$ cat config.mk
export PLATFORM = sky130hd
export DESIGN_NAME = header_tail_frame_extractor
export DESIGN_NICKNAME = d
export VERILOG_FILES = /design/src/hdl/hte_pkg.sv /design/src/hdl/header_tail_frame_extractor.sv /design/src/hdl/hte_window_ram.sv /design/src/hdl/hte_ctrl.sv
export VERILOG_INCLUDE_DIRS = /design/src /design/src/hdl
export SDC_FILE = /design/constraint.sdc
export NUM_CORES = 1
export LEC_CHECK = 0
export BUFFER_PORTS_ARGS = -buffer_cell sky130_fd_sc_hd__buf_2
export CORE_ASPECT_RATIO = 0.8
export CORE_MARGIN = 4
export CORE_UTILIZATION = 65
export CTS_BUF_LIST = sky130_fd_sc_hd__clkbuf_4
export CTS_CLUSTER_DIAMETER = 100
export DETAILED_ROUTE_END_ITERATION = 7
export PLACE_DENSITY = 0.82
export SLEW_MARGIN = 20
export SYNTH_ARGS = -nofsm -noshare
export SYNTH_HDL_FRONTEND = slang
export SYNTH_SLANG_ARGS = --single-unit
$ cat constraint.sdc
create_clock -name clk -period 3.4 [get_ports clk]
set_input_delay 0.34 -clock clk [delete_from_list [all_inputs] [get_ports clk]]
set_output_delay 0.34 -clock clk [all_outputs]
set_load 0.1 [all_outputs]
$ cat src/hdl/assert_macros.svh
// assertion helpers, sampled on clk; HTE_ASSERT is held off while rst_n is low, HTE_ASSERT_ALWAYS is not
`ifndef ASSERT_MACROS_SVH
`define ASSERT_MACROS_SVH

`ifndef SYNTHESIS
`define HTE_ASSERT(label, prop) \
  label: assert property (@(posedge clk) disable iff (!rst_n) prop) \
    else $error("hte assertion failed");
`define HTE_ASSERT_ALWAYS(label, prop) \
  label: assert property (@(posedge clk) prop) \
    else $error("hte assertion failed during or after reset");
`else
`define HTE_ASSERT(label, prop)
`define HTE_ASSERT_ALWAYS(label, prop)
`endif

`endif

$ cat src/hdl/hte_pkg.sv
`timescale 1ns / 1ps

package hte_pkg;

  localparam int PAYLOAD_BYTES = 60;
  localparam int PKT_BYTES     = PAYLOAD_BYTES + 4;
  localparam int WIN_DEPTH     = 64;
  localparam int AW            = $clog2(WIN_DEPTH);
  localparam int LEN_W         = $clog2(WIN_DEPTH + 1);
  localparam int CNT_W         = (PAYLOAD_BYTES > 1) ? $clog2(PAYLOAD_BYTES) : 1;

  localparam logic [7:0] HDR_A = 8'hFF;
  localparam logic [7:0] HDR_B = 8'hFE;
  localparam logic [7:0] TRL_A = 8'h00;
  localparam logic [7:0] TRL_B = 8'h01;

  typedef struct packed {
    logic          en;
    logic [AW-1:0] addr;
    logic [7:0]    data;
  } ram_wr_t;

  typedef struct packed {
    logic       load;
    logic [7:0] data;
    logic       last;
  } emit_t;

  typedef struct packed {
    logic valid;
    logic taken;
  } out_stat_t;

endpackage

$ cat src/hdl/header_tail_frame_extractor.sv
// frame extractor: hunts header ff fe, checks trailer 00 01, emits the payload
// readout: a byte that completes a good frame starts a ram read in S_RD; each payload byte
//   is loaded in S_CAP and held in S_OUT until taken; input is held until the last one
// throughput: one rx byte per cycle while hunting or filling in S_IDLE; a bad trailer
//   stalls the input for a rescan through the single window ram read port
// reset: synchronous active-low rst_n empties the window and drops any pending output
`timescale 1ns / 1ps

module header_tail_frame_extractor
  import hte_pkg::*;
(
  input  logic       clk,
  input  logic       rst_n,
  input  logic       in_valid,
  output logic       in_stall,
  input  logic [7:0] in_rx_byte,
  output logic       out_valid,
  input  logic       out_stall,
  output logic [7:0] out_payload_byte,
  output logic       out_is_last
);

  // window ram ports
  ram_wr_t       ram_wr;
  logic [AW-1:0] rd_addr;
  logic [7:0]    rd_data;

  // control to output stage and back
  emit_t         emit;
  out_stat_t     ostat;

  // output transaction register
  logic          out_valid_r;
  logic [7:0]    out_byte_r;
  logic          out_last_r;

  hte_window_ram u_ram (
    .clk     (clk),
    .wr      (ram_wr),
    .rd_addr (rd_addr),
    .rd_data (rd_data)
  );

  hte_ctrl u_ctrl (
    .clk      (clk),
    .rst_n    (rst_n),
    .in_valid (in_valid),
    .in_stall (in_stall),
    .in_byte  (in_rx_byte),
    .ram_wr   (ram_wr),
    .rd_addr  (rd_addr),
    .rd_data  (rd_data),
    .emit     (emit),
    .ostat    (ostat)
  );

  // a transaction leaves when valid and not stalled
  assign ostat.valid = out_valid_r;
  assign ostat.taken = out_valid_r && !out_stall;

  always_ff @(posedge clk) begin
    if (!rst_n) begin
      out_valid_r <= 1'b0;
    end else if (emit.load) begin
      out_valid_r <= 1'b1;
    end else if (ostat.taken) begin
      out_valid_r <= 1'b0;
    end
    // payload holds while stalled since the controller loads only when empty
    if (emit.load) begin
      out_byte_r <= emit.data;
      out_last_r <= emit.last;
    end
  end

  assign out_valid        = out_valid_r;
  assign out_payload_byte = out_byte_r;
  assign out_is_last      = out_last_r;

endmodule

$ cat src/hdl/hte_window_ram.sv
`timescale 1ns / 1ps

module hte_window_ram
  import hte_pkg::*;
(
  input  logic          clk,
  input  ram_wr_t       wr,
  input  logic [AW-1:0] rd_addr,
  output logic [7:0]    rd_data
);

  logic [7:0] mem [WIN_DEPTH];
  logic [7:0] rd_data_r;

  always_ff @(posedge clk) begin
    if (wr.en) begin
      mem[wr.addr] <= wr.data;
    end
    rd_data_r <= mem[rd_addr];
  end

  assign rd_data = rd_data_r;

endmodule

$ cat src/hdl/hte_ctrl.sv
`timescale 1ns / 1ps
`include "assert_macros.svh"

module hte_ctrl
  import hte_pkg::*;
(
  input  logic          clk,
  input  logic          rst_n,
  input  logic          in_valid,
  output logic          in_stall,
  input  logic [7:0]    in_byte,
  output ram_wr_t       ram_wr,
  output logic [AW-1:0] rd_addr,
  input  logic [7:0]    rd_data,
  output emit_t         emit,
  input  out_stat_t     ostat
);

  typedef enum logic [2:0] {
    S_IDLE,
    S_RD,
    S_CAP,
    S_OUT,
    S_SCAN0,
    S_SCAN
  } state_t;

  localparam logic [LEN_W-1:0] LEN_LAST  = LEN_W'(PKT_BYTES - 1);
  localparam logic [LEN_W-1:0] LEN_END   = LEN_W'(PKT_BYTES + 1);
  localparam logic [AW-1:0]    POS_LAST  = AW'(PKT_BYTES - 1);
  localparam logic [AW-1:0]    OFS_PAY   = AW'(2);
  localparam logic [CNT_W-1:0] CNT_LAST  = CNT_W'(PAYLOAD_BYTES - 1);

  state_t           state_r, state_nxt;
  logic [AW-1:0]    head_r, head_nxt;
  logic [LEN_W-1:0] len_r, len_nxt;
  logic [7:0]       prev_r, prev_nxt;
  logic [AW-1:0]    ptr_r, ptr_nxt;
  logic [CNT_W-1:0] cnt_r, cnt_nxt;
  logic [AW-1:0]    pos_r, pos_nxt;
  logic             prev_ff_r, prev_ff_nxt;
  logic             accept;
  logic [AW-1:0]    tail_addr;
  logic             frame_done;

  assign in_stall  = (state_r != S_IDLE);
  assign accept    = in_valid && (state_r == S_IDLE);
  assign tail_addr = head_r + len_r[AW-1:0];
  assign rd_addr   = ptr_r;

  assign emit.load = (state_r == S_CAP);
  assign emit.data = rd_data;
  assign emit.last = (cnt_r == CNT_LAST);

  // final payload byte of a frame leaves this cycle
  assign frame_done = (state_r == S_OUT) && ostat.taken && emit.last;

  always_comb begin
    state_nxt   = state_r;
    head_nxt    = head_r;
    len_nxt     = len_r;
    prev_nxt    = prev_r;
    ptr_nxt     = ptr_r;
    cnt_nxt     = cnt_r;
    pos_nxt     = pos_r;
    prev_ff_nxt = prev_ff_r;
    ram_wr.en   = 1'b0;
    ram_wr.addr = tail_addr;
    ram_wr.data = in_byte;

    unique case (state_r)
      S_IDLE: begin
        if (accept) begin
          priority if (len_r == '0) begin
            if (in_byte == HDR_A) begin
              ram_wr.en = 1'b1;
              len_nxt   = LEN_W'(1);
              prev_nxt  = in_byte;
            end
          end else if (len_r == LEN_W'(1)) begin
            // window holds a lone ff
            if (in_byte == HDR_B) begin
              ram_wr.en = 1'b1;
              len_nxt   = LEN_W'(2);
              prev_nxt  = in_byte;
            end else if (in_byte != HDR_A) begin
              len_nxt = '0;
            end
          end else if (len_r != LEN_LAST) begin
            ram_wr.en = 1'b1;
            len_nxt   = len_r + LEN_W'(1);
            prev_nxt  = in_byte;
          end else begin
            // packet complete: check trailer
            ram_wr.en = 1'b1;
            prev_nxt  = in_byte;
            ptr_nxt   = head_r + OFS_PAY;
            cnt_nxt   = '0;
            if (prev_r == TRL_A && in_byte == TRL_B) begin
              state_nxt = S_RD;
            end else begin
              state_nxt = S_SCAN0;
            end
          end
        end
      end
      S_RD: begin
        ptr_nxt   = ptr_r + AW'(1);
        state_nxt = S_CAP;
      end
      S_CAP: begin
        state_nxt = S_OUT;
      end
      S_OUT: begin
        if (ostat.taken) begin
          if (emit.last) begin
            len_nxt   = '0;
            state_nxt = S_IDLE;
          end else begin
            cnt_nxt   = cnt_r + CNT_W'(1);
            ptr_nxt   = ptr_r + AW'(1);
            state_nxt = S_CAP;
          end
        end
      end
      S_SCAN0: begin
        ptr_nxt     = ptr_r + AW'(1);
        pos_nxt     = OFS_PAY;
        prev_ff_nxt = 1'b0;
        state_nxt   = S_SCAN;
      end
      S_SCAN: begin
        priority if (prev_ff_r && rd_data == HDR_B) begin
          // header starts one position back
          head_nxt  = head_r + pos_r - AW'(1);
          len_nxt   = LEN_END - LEN_W'(pos_r);
          state_nxt = S_IDLE;
        end else if (pos_r == POS_LAST) begin
          if (rd_data == HDR_A) begin
            head_nxt = head_r + POS_LAST;
            len_nxt  = LEN_W'(1);
          end else begin
            len_nxt = '0;
          end
          state_nxt = S_IDLE;
        end else begin
          prev_ff_nxt = (rd_data == HDR_A);
          pos_nxt     = pos_r + AW'(1);
          ptr_nxt     = ptr_r + AW'(1);
        end
      end
      default: state_nxt = S_IDLE;
    endcase
  end

  always_ff @(posedge clk) begin
    if (!rst_n) begin
      state_r <= S_IDLE;
      len_r   <= '0;
      head_r  <= '0;
    end else begin
      state_r <= state_nxt;
      len_r   <= len_nxt;
      head_r  <= head_nxt;
    end
    prev_r    <= prev_nxt;
    ptr_r     <= ptr_nxt;
    cnt_r     <= cnt_nxt;
    pos_r     <= pos_nxt;
    prev_ff_r <= prev_ff_nxt;
  end

  `HTE_ASSERT(a_len_bound, (state_r == S_IDLE) |-> (len_r < LEN_W'(PKT_BYTES)))
  `HTE_ASSERT(a_frame_clears, frame_done |=> (state_r == S_IDLE && len_r == '0))
  `HTE_ASSERT(a_out_held, (state_r == S_OUT) |-> ostat.valid)
  `HTE_ASSERT_ALWAYS(a_reset_idle, !rst_n |=> (state_r == S_IDLE && len_r == '0))

endmodule
==> results of run 1 <==
worst paths after layout:
| check | startpoint | endpoint | slack [ns] | cells after the start |
|---|---|---|---|---|
| max | u_ctrl.len_r[0] | u_ram.mem[49][4] | 0.38 | 8 |
| min | in_rx_byte[4] | u_ram.mem[25][4] | 0.06 | 2 |
| max reg2reg | u_ctrl.len_r[0] | u_ram.mem[49][4] | 0.38 | 8 |
| min reg2reg | u_ram.rd_data[6] | out_payload_byte[6] | 0.47 | 0 |
kinds of logic after synthesis:
kind of cell,count (synthesis)
flip-flops,573
AND/OR/NAND/NOR,278
multiplexers,191
AO/OA/AOI/OAI,145
buffers and inverters,87
XOR/XNOR,29
adder cells (fa/ha/maj),28
layer usage:
metal | GRT usage | share of wire | up-vias
met5 | 0 | 0.00040 | -
met1 | 0.431 | 0.38 | 6891
met3 | 0.107 | 0.13 | 135
met4 | 0.0980 | 0.028 | 4
met2 | 0.453 | 0.46 | 985
li1 | - | - | 5891
cells in the mapped netlist (21+ instances only):
cell type / number
edfxtp_1: 548
nor2_1: 135
mux4_2: 102
mux2i_1: 85
nand2_1: 50
inv_1: 31
nand3_1: 27
ha_1: 26
o22ai_1: 26
a21oi_1: 25
dfxtp_1: 25
buf_2: 23
a2111oi_0: 21
registers in the layout, indices dropped and copies added (netlist names):
register,cells
u_ctrl.rd_addr,6
u_ctrl.state_r,3
out_payload_byte,8
u_ctrl.prev_ff_r,1
out_is_last,1
u_ctrl.head_r,6
u_ctrl.len_r,7
u_ctrl.prev_r,8
u_ctrl.cnt_r,6
out_valid,1
u_ram.mem,512
u_ram.rd_data,8
u_ctrl.pos_r,6
critical path, cell delays in order (launching register included):
cell and delay (ns):
dfxtp_1 0.38, ha_1 0.26, fa_1 0.44, a21o_1 0.18, a21oi_1 0.27, xor2_1 0.14
nor2_1 0.20, nand2_1 0.15, nor2_1 0.59
power by group:
part           leakage [nW]  internal [mW]  switching, mW
registers              5.14           8.02          0.289
clock network          1.01           2.74           2.67
logic                  3.14           2.28           3.24
area by class of cell:
type | instances | area, µm²
well taps | 480 | 601
fillers | 2111 | 9160
clock buffers | 203 | 1520
inverters | 31 | 116
multi-input cells | 671 | 6100
repair buffers | 158 | 1220
diodes | 2 | 5.00
flip-flops and latches | 573 | 17000
clock inverters | 36 | 161
through the flow:
step	hold WS (ns)	std cells	utilization	total power [mW]	cell area (µm²)
after global routing	0.0114	2154	0.744	20.1	26700
final	0.0562	2154	0.744	19.2	26700
after detailed placement	0.440	1908	0.696	13.8	24900
after CTS	0.00234	2152	0.744	19.2	26700
after floorplan	0.408	1331	-	12.2	23500
after global placement	0.433	1908	0.696	13.7	24900
==> metrics.md, run 1 <==
| Metric | Value |
|---|---|
| Run status | `completed` |
| Slew Limit Fails | `0` |
| Layout cell share with drive strength beyond 1 | `0.292` |
| Rows | `62` |
| Wire per inst | `between 20 and 30 µm` |
| Fin crit share | `0.888` |
| Top-Level Pins | `23` |
| Peak supply drop | `0.000371 V` |
| Final worst slack | `~0.38 ns` |
| Die Width | `around 220 µm` |
| Layout Skew | `0.0591 ns` |
| Crit path capture type | `flip-flop` |
| Yosys cell types | `between 60 and 70` |
| CTS Buffer Depth | `3` |
| CTS sink count | `around 570` |
| Gpl congestion | `0.950` |
| Initial antenna violation count | `3` |
| Pre-CTS setup slack | `0.458 ns` |
| Iter 0 DRT Violations | `1,855` |
| Worst EP required | `roughly 3.8 ns` |
| Port buffer count | `22` |
| CTS buffer count | `138` |
| Die height | `about 180 µm` |
| H-tree depth | `4` |
| Synth warn | `0` |
| Total wire length | `about 57 mm` |
| Multiplexer share of the synthesized area | `0.136` |
| WS Path Type | `reg2reg` |
| Syn Nets | `1,371` |
| RSZ-0062 raised after global routing | `false` |
| First-pass DRT Iterations | `6` |
| Synthesized area | `~24,000 µm²` |
| Setup violations, final | `0` |
| Minimum clock period | `3.02 ns` |
| Synth Area in Adders | `0.0155` |
| Nets | `1,613` |
| P&R area growth vs syn | `13.3%` |
| Ys flop type | `edfxtp_1` |
| Worst-Margin Slew | `~0.86 ns` |
| Largest net degree at the start of global routing | `67` |
| First-pass GRT wire length | `86.6 mm` |
| Critical path fanouts, max | `8` |
| Gates resized, CTS repair | `0` |
| Simple-gate portion of the synthesized area | `0.0542` |
| Vias post-DR | `13,900` |
| Final hold violations | `0` |
| Yosys top cell area share | `0.699` |
| Detailed placement HPWL | `around 36 mm` |
| Ys async rst share | `0` |
| Worst-Skew Late Latency | `0.84 ns` |
| Most common cell after layout, fill and taps aside | `edfxtp_1` |
| Syn Area/Cell | `17.7 µm²` |
| Starting density of the core | `0.657` |
| Total Die Area | `39,400 µm²` |
| Number of global-route vias before repair | `around 14,000` |
| Mapped Cells | `between 1,000 and 1,500` |
| Via density | `about 6.5` |
| Synth Register Bits | `573` |
| Core Footprint | `35,800 µm²` |
| Sequential share of the synthesized area | `0.720` |
| Min-Delay Path Class | `in2reg` |
| Post-CTS Setup Bufs | `0` |
| Total Neg Setup Slack | `0 ns` |
| Post-DRT Antenna Nets | `0` |
| Cts hold-fix bufs | `5` |
| CTS tree | `done` |
| Achievable Freq | `approximately 330 MHz` |
| Slew HR | `0.423` |
| Post-synth EDFFs | `between 500 and 600` |
| Cell taking the most area after synthesis | `edfxtp_1` |
| Pleak | `roughly 9.3 nW` |
| Clock root buffer | `clkbuf_4` |
| Overall Global Routing Usage | `0.304` |
| Synth Area in Compound Gates | `0.0428` |
| Largest cells by area after synthesis | `edfxtp_1 70%, mux4_2 9.8%, mux2i_1 3.6%, nor2_1 2.2%, dfxtp_1 2.1%` |
| P per Cell Area | `slightly above 700 nW/µm²` |
| Drt drc | `0` |
| Most frequent cells in the layout | `548 x edfxtp_1, 203 x clkbuf_4, 135 x nor2_1` |
| Main combinational cell family by area after synthesis | `multiplexers` |
| XOR/XNOR share of the synthesized area | `0.0108` |
| Max_cap viols | `0` |
| Crit path DAT | `about 3.4 ns` |
| CP Launch Type | `flip-flop` |
| Clock Pin Slew Worst Setup and Hold Paths | `around 0.070 ns` |
| Total gr overflow | `0` |
(Power assumes the default switching activity.)
==> run 2, diff against run 1 <==
--- a/config.mk
+++ b/config.mk
@@ -6,14 +6,14 @@
 export SDC_FILE = /design/constraint.sdc
 export NUM_CORES = 1
 export LEC_CHECK = 0
+export ABC_AREA = 1
 export BUFFER_PORTS_ARGS = -buffer_cell sky130_fd_sc_hd__buf_2
 export CORE_ASPECT_RATIO = 0.8
 export CORE_MARGIN = 4
-export CORE_UTILIZATION = 65
+export CORE_UTILIZATION = 66
 export CTS_BUF_LIST = sky130_fd_sc_hd__clkbuf_4
-export CTS_CLUSTER_DIAMETER = 100
 export DETAILED_ROUTE_END_ITERATION = 7
-export PLACE_DENSITY = 0.82
+export PLACE_DENSITY = 0.83
 export SLEW_MARGIN = 20
 export SYNTH_ARGS = -nofsm -noshare
 export SYNTH_HDL_FRONTEND = slang
==> run 2 against run 1 <==
Compared with the run above: critical path type unchanged; global-route usage up 0.75 points; register-to-register slack worse by 0.19 ns; area after synthesis up 5.4%; worst setup slack worse by 0.19 ns; total power down 23%; first-iteration DRC count up 31%.
==> metrics.md, run 2 <==
| Metric | Value |
|---|---|
| Via density | `6.09 (was 6.46)` |
| Cts hold-fix bufs | `6 (was 5)` |
| Worst-Skew Late Latency | `0.85 ns (was 0.84 ns)` |
| P per Cell Area | `545 nW/µm² (was 721 nW/µm²)` |
| Starting density of the core | `0.668 (was 0.657)` |
| CTS Buffer Depth | `3 (unchanged)` |
| Core Footprint | `37,100 µm² (was 35,800 µm²)` |
| Main combinational cell family by area after synthesis | `simple AND/OR/NAND/NOR gates (was multiplexers)` |
| Clock root buffer | `clkbuf_4 (unchanged)` |
| Simple-gate portion of the synthesized area | `0.169 (was 0.0542)` |
| Initial antenna violation count | `1 (was 3)` |
| Max reg flops | `512 (unchanged)` |
| Largest cells by area after synthesis | `edfxtp_1 66%, nor2_1 7.7%, nand2_1 4.0%, o21ai_0 3.7%, nand3_1 3.0% (was edfxtp_1 70%, mux4_2 9.8%, mux2i_1 3.6%, nor2_1 2.2%, dfxtp_1 2.1%)` |
| Synth Area in Adders | `0.0147 (was 0.0155)` |
| Rows | `63 (was 62)` |
| H-tree depth | `4 (unchanged)` |
| Gates resized, CTS repair | `0 (unchanged)` |
| Total Die Area | `40,800 µm² (was 39,400 µm²)` |
| Syn Nets | `2,244 (was 1,371)` |
| Setup violations, final | `0 (unchanged)` |
| Ys flop type | `edfxtp_1 (unchanged)` |
| Achievable Freq | `312 MHz (was 331 MHz)` |
| XOR/XNOR share of the synthesized area | `0.00741 (was 0.0108)` |
| Top cell by count, worst path | `nor2_1 (unchanged)` |
| Total wire length | `62.8 mm (was 57.1 mm)` |
| Post-route cell area | `27,200 µm² (was 26,700 µm²)` |
| Vias post-DR | `17,700 (was 13,900)` |
| Sequential share of the synthesized area | `0.683 (was 0.720)` |
| Pleak | `9.76 nW (was 9.28 nW)` |
| Die Width | `225 µm (was 221 µm)` |
| Clock Pin Slew Worst Setup and Hold Paths | `0.07 ns (about the same)` |
| Worst-Margin Slew | `1.14 ns (was 0.861 ns)` |
| Minimum clock period | `3.21 ns (was 3.02 ns)` |
| Cells along the critical path | `ha_1, fa_1, xor2_1, inv_1, nor2_1, nand4_4, nor2_1 (was ha_1, fa_1, a21o_1, a21oi_1, xor2_1, nor2_1, nand2_1, nor2_1)` |
| CTS sink count | `573 (unchanged)` |
| Port buffer count | `22 (unchanged)` |
| Drt drc | `0 (unchanged)` |
| Largest net degree at the start of global routing | `192 (was 67)` |
| Yosys cell types | `47 (was 68)` |
| Most common cell after layout, fill and taps aside | `edfxtp_1 (unchanged)` |
| Mapped Cells | `2,204 (was 1,331)` |
| Post-CTS Setup Bufs | `0 (unchanged)` |
| P&R area growth vs syn | `9.60% (was 13.3%)` |
| CP Launch Type | `flip-flop (unchanged)` |
| Peak supply drop | `0.000580 V (was 0.000371 V)` |
| Synthesized area | `24,800 µm² (was 23,500 µm²)` |
| First-pass DRT Iterations | `6 (unchanged)` |
| Top-Level Pins | `23 (unchanged)` |
| Nets | `2,370 (was 1,613)` |
| CP peak stage delay | `0.68 ns (was 0.59 ns)` |
| Die height | `181 µm (was 178 µm)` |
| Post-synth EDFFs | `548 (unchanged)` |
| Iter 0 DRT Violations | `2,433 (was 1,855)` |
| Detailed placement HPWL | `37.9 mm (was 35.6 mm)` |
| Run status | `completed (unchanged)` |
| Synth top cells by count | `548 x edfxtp_1, 511 x nor2_1, 265 x nand2_1, 183 x o21ai_0, 149 x nand3_1 (was 548 x edfxtp_1, 135 x nor2_1, 102 x mux4_2, 85 x mux2i_1, 50 x nand2_1)` |
| Placed insts | `2,674 (was 1,908)` |
| RSZ-0062 raised after global routing | `false (unchanged)` |
| Multiplexer share of the synthesized area | `0.000403 (was 0.136)` |
| Cell taking the most area after synthesis | `edfxtp_1 (unchanged)` |
| Crit-path slowest cell | `nor2_1 (unchanged)` |
| Min-Delay Path Class | `in2reg (unchanged)` |
| Synth Area in Compound Gates | `0.0845 (was 0.0428)` |
| Cell Count, Final, Fillers Out | `2,900 (was 2,154)` |
| Layout Skew | `0.0448 ns (was 0.0591 ns)` |
| Syn Area/Cell | `11.3 µm² (was 17.7 µm²)` |
| Slew HR | `0.238 (was 0.423)` |
| Overall Global Routing Usage | `0.311 (was 0.304)` |
| Number of global-route vias before repair | `17,400 (was 14,000)` |
| Critical path fanouts, max | `8 (unchanged)` |
| CTS tree | `done (unchanged)` |
| Yosys top cell area share | `0.663 (was 0.699)` |
| Crit path capture type | `flip-flop (unchanged)` |
| Synth Register Bits | `573 (unchanged)` |
| Layout cell share with drive strength beyond 1 | `0.143 (was 0.292)` |
| WS Path Type | `reg2reg (unchanged)` |
| Count leader, synth | `edfxtp_1 (unchanged)` |
| CTS buffer count | `135 (was 138)` |
| Filler cells | `2,433 (was 2,111)` |
| Biggest register | `u_ram.mem (unchanged)` |
| Synth warn | `0 (unchanged)` |
| Wire per inst | `21.6 µm (was 26.5 µm)` |
| Post-DRT Antenna Nets | `0 (unchanged)` |
| Crit path DAT | `3.67 ns (was 3.44 ns)` |
| Area post-placement | `25,500 µm² (was 24,900 µm²)` |
| Final hold violations | `0 (unchanged)` |
| Gpl congestion | `0.953 (was 0.950)` |
| Most frequent cells in the layout | `548 x edfxtp_1, 511 x nor2_1, 265 x nand2_1 (was 548 x edfxtp_1, 203 x clkbuf_4, 135 x nor2_1)` |
| Total gr overflow | `0 (unchanged)` |
| Fin crit share | `0.944 (was 0.888)` |
| First-pass GRT wire length | `96.5 mm (was 86.6 mm)` |
| Worst EP required | `3.86 ns (was 3.82 ns)` |
| Slew Limit Fails | `0 (unchanged)` |
| Ys async rst share | `0 (unchanged)` |
| Total Neg Setup Slack | `0 ns (unchanged)` |
| Max_cap viols | `0 (unchanged)` |
[run 2: final cells by class]
class                   instances  area (µm²)  share of cell area
flip-flops and latches        573       17000               0.623
multi-input cells            1419        6870               0.252
clock buffers                 189        1420              0.0522
repair buffers                101         768              0.0282
well taps                     487         609              0.0224
inverters                     100         385              0.0142
clock inverters                30         195             0.00718
diodes                          1        2.50           0.0000920
[run 2: cell families after synthesis]
group,after synthesis
xor gates and xnor gates,21
and+or+nand+nor,986
adders and majority gates,28
AOI/OAI and AO/OA,383
DFF,573
buffers and inverters,212
muxes,1
[run 2: stage by stage]
stage               setup WS [ns]  power, mW   util  hold WS [ns]
finish                      0.190       14.8  0.733         0.126
global route               0.0624       15.5  0.733        0.0844
CTS                         0.208       14.9  0.733        0.0888
detailed placement          0.252       9.57  0.687         0.429
global placement            0.382       9.52  0.687         0.412
floorplan                   0.884       9.07      -         0.408
[run 2: report_power, final]
| part | total (mW) | switching [mW] | internal (mW) |
|---|---|---|---|
| Clock | 5.36 | 2.59 | 2.77 |
| Combinational | 1.36 | 1.03 | 0.331 |
| Sequential | 8.10 | 0.112 | 7.99 |
[run 2: path summary, 6_finish.rpt]
path,start,cells past startpoint,to,slack [ns]
max reg2reg,u_ctrl.len_r[0],7,u_ram.mem[37][4],0.19
min,in_rx_byte[3],2,u_ram.mem[27][3],0.13
max,u_ctrl.len_r[0],7,u_ram.mem[37][4],0.19
min reg2reg,u_ram.rd_data[4],0,out_payload_byte[4],0.45
[run 2: metal layers]
layer  part of all wire  routed length (µm)  global-route usage  vias up
met5                  0                   0                   0        -
met4              0.033                2050               0.117        0
met3               0.13                8340              0.0946      151
met2               0.45               28100               0.466     1211
met1               0.39               24200               0.438     8287
li1                   -                   -                   -     8026
[run 2: critical path: cells and delay by family, from the launching register on]
kind,cells,cell delay [ns]
buffers and inverters,1,0.10
adders and majority gates,2,0.69
and+or+nand+nor,3,1.36
DFF,1,0.38
xor gates and xnor gates,1,0.30
